`config.mk`:
```
export PLATFORM = sky130hd
export DESIGN_NAME = audio_fadeout_stop_controller
export DESIGN_NICKNAME = d
export VERILOG_FILES = /design/src/hw/rtl/afs_pkg.sv /design/src/hw/rtl/afs_scale.sv /design/src/hw/rtl/afs_core.sv /design/src/hw/rtl/audio_fadeout_stop_controller.sv
export SDC_FILE = /design/constraint.sdc
export NUM_CORES = 2
export LEC_CHECK = 0
export BUFFER_PORTS_ARGS = -buffer_cell sky130_fd_sc_hd__buf_4
export CORE_MARGIN = 4
export CORE_UTILIZATION = 57
export DETAILED_ROUTE_END_ITERATION = 16
export MAX_ROUTING_LAYER = met4
export PLACE_DENSITY = 0.77
export SYNTH_ARGS = -nofsm -noshare
export SYNTH_HDL_FRONTEND = slang
export SYNTH_SLANG_ARGS = --single-unit
```
`constraint.sdc`:
```
create_clock -name clock -period 7.95 [get_ports clock]
set_input_delay 0.3975 -clock clock [delete_from_list [all_inputs] [get_ports clock]]
set_output_delay 0.3975 -clock clock [all_outputs]
set_load 0.03 [all_outputs]
```
`src/hw/rtl/afs_pkg.sv`:
```
`timescale 1ns / 1ps
// ----------------------------------------------------------------------------
// afs_pkg
// Shared types, codes and reset values for the fade-out stop controller.
// ----------------------------------------------------------------------------
package afs_pkg;

   // Gain ramp fraction bits (default) and channel limit
   localparam int GAIN_FRACTION_BITS_DEF = 14;
   localparam int MAX_CHANNELS           = 2;

   // Offset-binary zero level
   localparam logic [7:0] U8_BIAS = 8'h80;

   // Operation codes
   localparam logic [2:0] OP_FRAME = 3'd0;
   localparam logic [2:0] OP_STOP  = 3'd1;
   localparam logic [2:0] OP_PAUSE = 3'd2;
   localparam logic [2:0] OP_ACK   = 3'd3;
   localparam logic [2:0] OP_START = 3'd4;

   // Sample formats
   localparam logic [1:0] FMT_S16 = 2'd0;
   localparam logic [1:0] FMT_S8  = 2'd1;
   localparam logic [1:0] FMT_U8  = 2'd2;
   localparam logic [1:0] FMT_RAW = 2'd3;

   // Register indexes
   localparam logic [2:0] CSR_CHANNEL_COUNT    = 3'd0;
   localparam logic [2:0] CSR_SAMPLE_FORMAT    = 3'd1;
   localparam logic [2:0] CSR_FADE_STEP        = 3'd2;
   localparam logic [2:0] CSR_ZERO_HOLD_ENABLE = 3'd3;
   localparam logic [2:0] CSR_ZERO_HOLD_LIMIT  = 3'd4;
   localparam logic [2:0] CSR_DEVICE_OPEN      = 3'd5;

   // Register reset values
   localparam logic [1:0]  RST_CHANNEL_COUNT    = 2'd2;
   localparam logic [1:0]  RST_SAMPLE_FORMAT    = FMT_S16;
   localparam logic [14:0] RST_FADE_STEP        = 15'd2;
   localparam logic        RST_ZERO_HOLD_ENABLE = 1'b0;
   localparam logic [15:0] RST_ZERO_HOLD_LIMIT  = 16'd4410;
   localparam logic        RST_DEVICE_OPEN      = 1'b1;

   typedef struct packed {
      logic [2:0]         op;
      logic signed [15:0] left_sample;
      logic signed [15:0] right_sample;
      logic               block_end;
   } req_type;

   typedef struct packed {
      logic signed [15:0] left_out;
      logic signed [15:0] right_out;
      logic               block_end_out;
      logic               stop_flag;
      logic               playing_now;
      logic               paused_now;
      logic               fade_done;
      logic               status;
   } rsp_type;

   typedef struct packed {
      logic [1:0]  channel_count;
      logic [1:0]  sample_format;
      logic [14:0] fade_step;
      logic        zero_hold_enable;
      logic [15:0] zero_hold_limit;
      logic        device_open;
   } cfg_type;

endpackage

```
`src/hw/rtl/afs_scale.sv`:
```
`timescale 1ns / 1ps
// ----------------------------------------------------------------------------
// afs_scale
// One channel: unpack the sample format, apply the ramp gain, repack.
// ----------------------------------------------------------------------------
module afs_scale #(
   parameter int GAIN_FRACTION_BITS = afs_pkg::GAIN_FRACTION_BITS_DEF
) (
   input  logic signed [15:0]           sample_in,
   input  logic [1:0]                   sample_format,
   input  logic                         gain_active,
   input  logic [GAIN_FRACTION_BITS:0]  gain,
   output logic signed [15:0]           sample_out
);
   import afs_pkg::*;

   localparam int PW = GAIN_FRACTION_BITS + 18;

   logic signed [15:0]                    s_val;
   logic signed [GAIN_FRACTION_BITS+17:0] prod;
   logic signed [GAIN_FRACTION_BITS+17:0] shifted;
   logic [15:0]                           scaled;
   logic [15:0]                           plain;

   always_comb begin
      case (sample_format)
         FMT_S8:  s_val = {{8{sample_in[7]}}, sample_in[7:0]};
         FMT_U8:  s_val = {8'h00, sample_in[7:0]} - 16'h0080;
         default: s_val = sample_in;
      endcase
   end

   // Floor scaling: arithmetic shift of the full product
   assign prod    = PW'(s_val) * PW'($signed({1'b0, gain}));
   assign shifted = prod >>> GAIN_FRACTION_BITS;

   always_comb begin
      case (sample_format)
         FMT_S16: begin
            scaled = shifted[15:0];
            plain  = sample_in;
         end
         FMT_S8: begin
            scaled = shifted[15:0];
            plain  = {{8{sample_in[7]}}, sample_in[7:0]};
         end
         FMT_U8: begin
            scaled = {8'h00, shifted[7:0] + U8_BIAS};
            plain  = {8'h00, sample_in[7:0]};
         end
         default: begin
            scaled = sample_in;
            plain  = sample_in;
         end
      endcase
   end

   assign sample_out = gain_active ? scaled : plain;

endmodule

```
`src/hw/rtl/afs_core.sv`:
```
`timescale 1ns / 1ps
// ----------------------------------------------------------------------------
// afs_core
// Playback state, gain ramp and result word for one request per step.
// ----------------------------------------------------------------------------
module afs_core #(
   parameter int GAIN_FRACTION_BITS = afs_pkg::GAIN_FRACTION_BITS_DEF
) (
   input  logic             clock,
   input  logic             reset,
   input  logic             step,
   input  afs_pkg::req_type req,
   input  afs_pkg::cfg_type cfg,
   output afs_pkg::rsp_type rsp
);
   import afs_pkg::*;

   localparam int GW = GAIN_FRACTION_BITS + 1;
   localparam logic [GW-1:0] UNITY = {1'b1, {GAIN_FRACTION_BITS{1'b0}}};

   logic [GW-1:0] gain_ff, gain_in;
   logic          gain_active_ff, gain_active_in;
   logic          stop_ff, stop_in;
   logic          playing_ff, playing_in;
   logic          pausing_ff, pausing_in;
   logic          paused_ff, paused_in;
   logic [15:0]   zero_count_ff, zero_count_in;

   logic signed [15:0] left_res, right_res;
   logic               two_ch;
   logic [14:0]        step_eff;
   logic [15:0]        gain_wide;
   logic [15:0]        gain_diff;
   logic               fmt_scaled;

   afs_scale #(.GAIN_FRACTION_BITS(GAIN_FRACTION_BITS)) u_scale_left (
      .sample_in     (req.left_sample),
      .sample_format (cfg.sample_format),
      .gain_active   (gain_active_ff),
      .gain          (gain_ff),
      .sample_out    (left_res)
   );

   afs_scale #(.GAIN_FRACTION_BITS(GAIN_FRACTION_BITS)) u_scale_right (
      .sample_in     (req.right_sample),
      .sample_format (cfg.sample_format),
      .gain_active   (gain_active_ff),
      .gain          (gain_ff),
      .sample_out    (right_res)
   );

   assign two_ch     = (MAX_CHANNELS >= 2) && (cfg.channel_count >= 2'd2);
   assign step_eff   = (cfg.fade_step == '0) ? 15'd1 : cfg.fade_step;
   assign gain_wide  = 16'(gain_ff);
   assign gain_diff  = gain_wide - {1'b0, step_eff};
   assign fmt_scaled = (cfg.sample_format != FMT_RAW);

   always_comb begin
      gain_in        = gain_ff;
      gain_active_in = gain_active_ff;
      stop_in        = stop_ff;
      playing_in     = playing_ff;
      pausing_in     = pausing_ff;
      paused_in      = paused_ff;
      zero_count_in  = zero_count_ff;

      rsp = '0;

      unique case (req.op)
         OP_FRAME: begin
            rsp.block_end_out = req.block_end;
            rsp.left_out      = left_res;
            rsp.right_out     = two_ch ? right_res : 16'sd0;
            if (fmt_scaled && gain_active_ff) begin
               if (gain_ff != '0) begin
                  // Clamp the ramp at zero
                  if ({1'b0, step_eff} >= gain_wide) begin
                     gain_in = '0;
                     if (!cfg.zero_hold_enable) begin
                        stop_in = 1'b1;
                     end
                  end else begin
                     gain_in = gain_diff[GW-1:0];
                  end
               end else if (cfg.zero_hold_enable) begin
                  if (cfg.zero_hold_limit < zero_count_ff) begin
                     stop_in = 1'b1;
                  end
                  if (zero_count_ff != '1) begin
                     zero_count_in = zero_count_ff + 16'd1;
                  end
               end
            end
         end
         OP_STOP: begin
            if (paused_ff) begin
               paused_in = 1'b0;
               if (cfg.device_open) begin
                  if (pausing_ff) begin
                     pausing_in = 1'b0;
                     paused_in  = 1'b1;
                  end
                  playing_in     = 1'b0;
                  stop_in        = 1'b0;
                  gain_active_in = 1'b0;
                  zero_count_in  = '0;
               end
            end else if (!cfg.device_open || !playing_ff) begin
               rsp.status = 1'b1;
            end else begin
               gain_active_in = 1'b1;
               gain_in        = UNITY;
            end
         end
         OP_PAUSE: begin
            if (!cfg.device_open || !playing_ff) begin
               rsp.status = 1'b1;
            end else begin
               pausing_in     = 1'b1;
               gain_active_in = 1'b1;
               gain_in        = UNITY;
            end
         end
         OP_ACK: begin
            if (!cfg.device_open) begin
               rsp.status = 1'b1;
            end else begin
               if (pausing_ff) begin
                  pausing_in = 1'b0;
                  paused_in  = 1'b1;
               end
               playing_in     = 1'b0;
               stop_in        = 1'b0;
               gain_active_in = 1'b0;
               zero_count_in  = '0;
            end
         end
         OP_START: begin
            if (!cfg.device_open) begin
               rsp.status = 1'b1;
            end else begin
               stop_in        = 1'b0;
               gain_active_in = 1'b0;
               zero_count_in  = '0;
               playing_in     = 1'b1;
            end
         end
         default: begin
            rsp.status = 1'b1;
         end
      endcase

      rsp.stop_flag   = stop_in;
      rsp.playing_now = playing_in;
      rsp.paused_now  = paused_in;
      rsp.fade_done   = !gain_active_in || (gain_in == '0);
   end

   always_ff @(posedge clock) begin
      if (reset) begin
         gain_active_ff <= 1'b0;
         stop_ff        <= 1'b0;
         playing_ff     <= 1'b0;
         pausing_ff     <= 1'b0;
         paused_ff      <= 1'b0;
         zero_count_ff  <= '0;
      end else if (step) begin
         gain_active_ff <= gain_active_in;
         stop_ff        <= stop_in;
         playing_ff     <= playing_in;
         pausing_ff     <= pausing_in;
         paused_ff      <= paused_in;
         zero_count_ff  <= zero_count_in;
      end
   end

   always_ff @(posedge clock) begin
      if (step) begin
         gain_ff <= gain_in;
      end
   end

   a_gain_bounded: assert property (@(posedge clock) disable iff (reset)
      gain_active_ff |-> (gain_ff <= UNITY))
      else $error("ramp gain above unity");

   a_start_rearms: assert property (@(posedge clock) disable iff (reset)
      step && (req.op == OP_START) && cfg.device_open
      |=> playing_ff && !stop_ff && !gain_active_ff && (zero_count_ff == '0))
      else $error("start did not re-arm playback");

endmodule

```
`src/hw/rtl/audio_fadeout_stop_controller.sv`:
```
`timescale 1ns / 1ps
// ----------------------------------------------------------------------------
// audio_fadeout_stop_controller
// Audio output stage with a linear fade-out gain ramp and stop/pause control.
// ----------------------------------------------------------------------------
// Takes one word per clock while req_stall is low, either a frame of one or two
// samples or a control command, and returns exactly one result word for each.
// An accepted word waits in the request register while rsp_stall blocks the
// result register, then moves into it. Throughput is one word per cycle when
// not stalled, set by a single pass through the per-channel gain multiplier and
// the ramp subtract. The user must write registers through the csr port only
// while the block is idle; the block itself does not enforce this. csr_ready is
// always high and writes to unused indexes are dropped.
// ----------------------------------------------------------------------------
module audio_fadeout_stop_controller #(
   parameter int GAIN_FRACTION_BITS = afs_pkg::GAIN_FRACTION_BITS_DEF
) (
   input  logic             clock,
   input  logic             reset,
   input  logic             req_valid,
   output logic             req_stall,
   input  afs_pkg::req_type req_data,
   output logic             rsp_valid,
   input  logic             rsp_stall,
   output afs_pkg::rsp_type rsp_data,
   input  logic             csr_valid,
   output logic             csr_ready,
   input  logic [2:0]       csr_index,
   input  logic [15:0]      csr_wdata
);
   import afs_pkg::*;

   cfg_type cfg_ff, cfg_in;
   req_type req_ff;
   logic    req_valid_ff, req_valid_in;
   rsp_type rsp_ff, rsp_next;
   logic    rsp_valid_ff, rsp_valid_in;
   logic    out_free;
   logic    advance;
   logic    take;

   assign out_free  = !rsp_valid_ff || !rsp_stall;
   assign advance   = req_valid_ff && out_free;
   assign req_stall = req_valid_ff && !out_free;
   assign take      = req_valid && !req_stall;

   assign csr_ready = 1'b1;

   always_comb begin
      cfg_in = cfg_ff;
      if (csr_valid) begin
         unique case (csr_index)
            CSR_CHANNEL_COUNT:    cfg_in.channel_count    = csr_wdata[1:0];
            CSR_SAMPLE_FORMAT:    cfg_in.sample_format    = csr_wdata[1:0];
            CSR_FADE_STEP:        cfg_in.fade_step        = csr_wdata[14:0];
            CSR_ZERO_HOLD_ENABLE: cfg_in.zero_hold_enable = csr_wdata[0];
            CSR_ZERO_HOLD_LIMIT:  cfg_in.zero_hold_limit  = csr_wdata;
            CSR_DEVICE_OPEN:      cfg_in.device_open      = csr_wdata[0];
            default: ;
         endcase
      end
   end

   always_ff @(posedge clock) begin
      if (reset) begin
         cfg_ff.channel_count    <= RST_CHANNEL_COUNT;
         cfg_ff.sample_format    <= RST_SAMPLE_FORMAT;
         cfg_ff.fade_step        <= RST_FADE_STEP;
         cfg_ff.zero_hold_enable <= RST_ZERO_HOLD_ENABLE;
         cfg_ff.zero_hold_limit  <= RST_ZERO_HOLD_LIMIT;
         cfg_ff.device_open      <= RST_DEVICE_OPEN;
      end else begin
         cfg_ff <= cfg_in;
      end
   end

   afs_core #(.GAIN_FRACTION_BITS(GAIN_FRACTION_BITS)) u_core (
      .clock (clock),
      .reset (reset),
      .step  (advance),
      .req   (req_ff),
      .cfg   (cfg_ff),
      .rsp   (rsp_next)
   );

   // Request register: hold while the result side is blocked
   assign req_valid_in = take || (req_valid_ff && !advance);

   // Result register: load on advance, drop once taken
   assign rsp_valid_in = advance || (rsp_valid_ff && rsp_stall);

   always_ff @(posedge clock) begin
      if (reset) begin
         req_valid_ff <= 1'b0;
         rsp_valid_ff <= 1'b0;
      end else begin
         req_valid_ff <= req_valid_in;
         rsp_valid_ff <= rsp_valid_in;
      end
   end

   always_ff @(posedge clock) begin
      if (take) begin
         req_ff <= req_data;
      end
      if (advance) begin
         rsp_ff <= rsp_next;
      end
   end

   assign rsp_valid = rsp_valid_ff;
   assign rsp_data  = rsp_ff;

   a_advance_lands: assert property (@(posedge clock) disable iff (reset)
      req_valid_ff && out_free |=> rsp_valid_ff)
      else $error("processed word missing from result register");

   a_no_invented: assert property (@(posedge clock) disable iff (reset)
      !req_valid_ff && rsp_valid_ff && !rsp_stall |=> !rsp_valid_ff)
      else $error("result word appeared without a request");

endmodule
```
== Word level (Yosys, flattened, before mapping) ==
Index checks and enable logic that the tools add are counted.
Word-level totals
  register bits: 149
  bits in latches: 0
  bits in writable memories: 0
  memory bits (read-only): 0
  word-level logic and storage cells: 148
  memories: 0
Cells by class
  add/subtract/negate cells: 6
  $mul: 2
  div/mod/pow operators: 0
  $lt $le $gt $ge: 3
  equality and inequality tests: 19
  shift operators: 0
  muxes and demuxes: 53
  bitwise operators: 0
  reductions and logical operators: 38
Operators with widths (count)
  $pmux W16 S2: 6
  $mux W16: 8
  $mux W15: 6
  $mul A16 B16 Y30: 2
  $pmux W16 S3: 1
  $pmux W15 S3: 1
  $logic_not A15 Y1: 2
  $mux W1: 25
  $sub A8 B8 Y9 const B: 2
  $add A16 B1 Y16 const B: 1
  $add A8 B8 Y8 const B: 2
  $lt A16 B16 Y1: 1
  $ne A16 B16 Y1 const B: 1
  $ge A15 B15 Y1: 1
  $reduce_bool A15 Y1: 1
  $sub A15 B15 Y15: 1
  $reduce_and A2 Y1: 7
  $eq A3 B2 Y1 const B: 4
  $pmux W1 S3: 4
  $eq A3 B3 Y1 const B: 3
  $logic_not A1 Y1: 8
  $ne A2 B2 Y1 const B: 4
  $reduce_and A7 Y1: 1
  $eq A3 B1 Y1 const B: 2
  13 further kinds: 27

== Longest topological paths before layout ==
  depth after elaboration: 9
  mapped depth: 31
  gate-level depth less buffers: 29

== Cells and area by module ==
A second synthesis with hierarchy kept.
Unflattened totals
  cells, all modules: 2749
  area total of the unflattened synthesis: 25525.7 um^2
Modules (own cells, without submodules)
  afs_scale (u_core.u_scale_left): instances 1, cells each 1053, area an instance 9170.0 um^2, seq. area each 0.0 um^2
  afs_scale (u_core.u_scale_right): instances 1, cells each 1036, area an instance 9103.7 um^2, seq. area each 0.0 um^2
  audio_fadeout_stop_controller: instances 1, cells each 238, area an instance 3895.0 um^2, seq. area each 3002.9 um^2
  afs_core: instances 1, cells each 422, area an instance 3357.0 um^2, seq. area each 870.8 um^2

== Least setup slack after synthesis ==
OpenSTA, ideal clock, no wires.
  kind: flip-flop to flip-flop
  start: register cfg_ff[33] (netlist name)
  end: register rsp_ff (netlist bit rsp_data[37]) (data pin)
  library setup time: 152 ps
  arrival: 7323 ps
  path slack: 475 ps
  stages on the path, launching flop included: 28
  period minus slack after synthesis: 7475 ps
  cell sequence: dfxtp_1 inv_1 ha_1 clkbuf_1 clkbuf_1 o21ai_0 clkbuf_1 and2_1 fa_1 inv_1 fa_1 fa_1 inv_1 fa_1 fa_1 inv_1 fa_1 inv_1 ha_1 a22o_1 or4_1 o21ai_1 o311ai_1 a221oi_2 a211oi_1 or3_1 a211o_1 a31oi_1
Between the ends
  word-level cells in the longest chain between the ends: 5
RTL lines
  $eq A2 B2 Y1 or $eq A2 B1 Y1 (tied branches): RTL line afs_scale.sv:26, afs_scale.sv:38
  $pmux W16 S2: RTL line afs_scale.sv:26  | case (sample_format)
  $mul A16 B16 Y30: RTL line afs_scale.sv:34  | assign prod = PW'(s_val) * PW'($signed({1'b0, gain}));
  $pmux W16 S2: RTL line afs_scale.sv:38  | case (sample_format)
  $mux W16 (*): RTL line afs_scale.sv:58  | assign sample_out = gain_active ? scaled : plain;
  end signal: assignment: RTL line audio_fadeout_stop_controller.sv:107  | rsp_ff <= rsp_next;
  end: declaration: RTL line audio_fadeout_stop_controller.sv:36  | rsp_type rsp_ff, rsp_next;
Every way passes the cells marked *; elsewhere a longest branch is shown, timed or not.
A chain may end at the register's enable or synchronous reset.

== Worst setup path after layout ==
  start: register cfg_ff[34] (netlist name)
  end: register rsp_ff (netlist bit rsp_data[37]) (data pin)
Between the ends
  word-level cells in the longest chain between the ends: 5
RTL lines (RTL line)
  $eq A2 B2 Y1 or $eq A2 B1 Y1 (tied branches): afs_scale.sv:26, afs_scale.sv:38
  $pmux W16 S2: afs_scale.sv:26
  $mul A16 B16 Y30: afs_scale.sv:34
  $pmux W16 S2: afs_scale.sv:38
  $mux W16 (*): afs_scale.sv:58
Marks and branches as above.

==> metrics.cfg <==
[run_status]
status=complete, no violations

[layout]
final_util=0.6349
layout.nets=3455
area_delta_synth_final_pct=9.133
fillers=3420
drive_gt1_frac=0.08388
antennaDiodeCount=0
final-seq-area_um2=3855
multi_input_area_um2=18320

[worst_setup_path]
cp-end-kind=register
start_kind=register
crit_fanout=15
critPathKind=register to register
max_stage_delay_ns=0.55
critPathRequiredTime_ns=8.24
reg2reg_depth=27
path_delay_family=adder cells
cp.depth=27
cpMostUsedCell=fa_1
crit_buf_inv=7
r2r_setup_slack_ns=0.28
crit_arrival_ns=7.96
cp_slowest_cell=fa_1

[grt]
overflow=0
global_route.usage.met3=0.05682
grt_use_met2=0.4564
grt_pass1_vias=20350
grt_use_met1=0.3936
grt_antenna_before_repair=1
top_usage_layer=met2
grt_max_degree=58
grtUsageTotal=0.2935
grt_pass1_wl_um=106000

[floorplanning]
die_width_um=215.8
core_um2=42320
io_pins=101
chipHeight_um=215.8
die-area_um2=46580
initial_core_util=0.5817
row_count=75

[synthesis]
syn_inst=2681
synth_compound_area_frac=0.07166
async_flop_share=0
synth_mux_area_frac=0.002033
ys_top_cells_by_area=fa_1 37%, edfxtp_1 11%, ha_1 9.4%
synth_ff_type=edfxtp_1
syn-num-nets=3383
yosys_warnings=0
syn_area_um2=24620
synth_xor_area_frac=0.03095
synthTopCellsByCount=556 x inv_1, 457 x fa_1, 363 x nand2_1, 251 x and2_1, 185 x ha_1
yosys.area.top_type=fa_1
synth_most_common_cell=inv_1
yosys_register_bits=148
synthSimpleGateAreaFrac=0.1696
avgSynthCellArea_um2=9.183
yosysSeqAreaShare=0.1565
synthAdderAreaFrac=0.4656
synth_top_family_by_area=adder cells
synth_cell_type_count=67
synth_edf_count=89
netlist.area_leader.share=0.3716

[sta]
tightest_slew_ns=1.188
clock_skew_ns=0.01611
post-route-period-util=0.9647
slew_viol_final=0
maxSlewHeadroom=0.2080
setup-violations-final=0
hold_viol_final=0
post-route-min-period_ns=7.669
rsz0062_at_grt=true
fmax_mhz=130.4

[run]
cap_viol_max_count=0

[cts]
cts_tree=built
cts_root_buf=clkbuf_16
numCtsBuffers=17
hold_buffers=0
cts_buffer_depth=2
h-tree-depth=4
clock_sinks=148
clk_pin_slew_ns=0.07
clk_latency_ns=0.45

[place]
routabilityCongestion=0.9554
port_buffers=99
hpwl_um=50330

[drt]
drc=0
drt_iter0_markers=1412
drt_first_pass_iters=5
wl_per_cell_um=18.99
drt_wl_total_um=63490
viasPerCell=5.565
num_vias=18600
postRouteAntennaNets=0

[worst_hold_path]
hp-class=primary input to register
min_path_cells=1

==> sequential cells by signal, indices dropped and copies added (netlist names) <==
name,cells
u_core.gain_ff,15
rsp_data,38
cfg_ff,36
u_core.pausing_ff,1
u_core.gain_active_ff,1
u_core.playing_ff,1
rsp_valid,1
u_core.paused_ff,1
req_ff,36
req_valid_ff,1
u_core.stop_ff,1
u_core.zero_count_ff,16
==> area by class of cell <==
type                       instances  area share
sequential                       148      0.1435
multi-input combinational       1862      0.6819
inverter                         556     0.07768
timing repair buffer             168     0.04741
clock inverter                    15    0.006845
clock buffer                      17     0.01583
tap                              577     0.02687
==> what timing repair did <==
item | in CTS | in global routing
pin swaps | 0 | 3
endpoints found under the setup margin | 1 | 12
resized for setup | 2 | 19
buffers inserted | 0 | 2
hold endpoints to repair | 0 | 0
==> layer usage <==
| metal | share of wire | wire, um |
|---|---|---|
| met2 | 0.46 | 29370 |
| met3 | 0.090 | 5702 |
| met1 | 0.42 | 26410 |
| met5 | 0 | 0 |
| met4 | 0.032 | 2008 |
==> layout by cell type, fill, tap and decap left out, types with 9 or more instances in the layout <==
| cell | instances |
|---|---|
| buf_4 | 167 |
| nor3_1 | 20 |
| clkbuf_16 | 17 |
| xnor2_1 | 70 |
| nand2b_1 | 16 |
| ha_1 | 184 |
| nor2b_1 | 20 |
| o21a_1 | 12 |
| o21ai_0 | 66 |
| nor2_1 | 92 |
| nand4_1 | 15 |
| xor2_1 | 17 |
| nand3_1 | 16 |
| nand3b_1 | 9 |
| a211oi_1 | 9 |
| edfxtp_1 | 89 |
| fa_1 | 457 |
| nand2_1 | 363 |
| and3_1 | 10 |
| dfxtp_1 | 58 |
| a21oi_1 | 89 |
| inv_1 | 555 |
| a22oi_1 | 14 |
| a21o_1 | 19 |
| and2_1 | 251 |
==> cells by family after synthesis <==
kind of cell,count (synthesis)
AO/OA/AOI/OAI,278
XOR/XNOR,87
adder cells (fa/ha/maj),642
buffers and inverters,671
flip-flops,148
multiplexers,5
other,1
AND/OR/NAND/NOR,849
==> path summary, 6_finish.rpt <==
kind                startpoint           end
setup / recovery    cfg_ff[34]  rsp_data[37]
hold / removal    req_data[22]    req_ff[22]
setup reg to reg    cfg_ff[34]  rsp_data[37]
hold reg to reg      cfg_ff[1]     cfg_ff[1]
==> per-stage QoR <==
| stage | worst slack (ns) | cell area (um2) | instances | setup TNS [ns] | hold slack (ns) |
|---|---|---|---|---|---|
| after CTS | 0.02917 | 26770 | 3341 | 0 | 0.08756 |
| after global routing | -0.03438 | 26870 | 3343 | -0.03682 | 0.1021 |
| after floorplan | 0.4750 | 24620 | 2681 | 0 | 0.4312 |
| after global placement | 0.1840 | 26150 | 3309 | 0 | 0.4457 |
| final | 0.2806 | 26870 | 3343 | 0 | 0.1195 |
| after detailed placement | -0.01250 | 26150 | 3309 | -0.01250 | 0.4454 |
==> worst register-to-register path, delay by kind of cell (launching register included) <==
kind	cells	cell delay, ns
flops	1	0.37
fa+ha+maj	8	3.51
simple gates	3	1.10
compound gates	8	1.67
buf+inv	7	0.70
mux	1	0.15
Power is left out: the tool's default activity adds up to more than one toggle a clock period on the data nets, which glitch-free logic cannot reach.
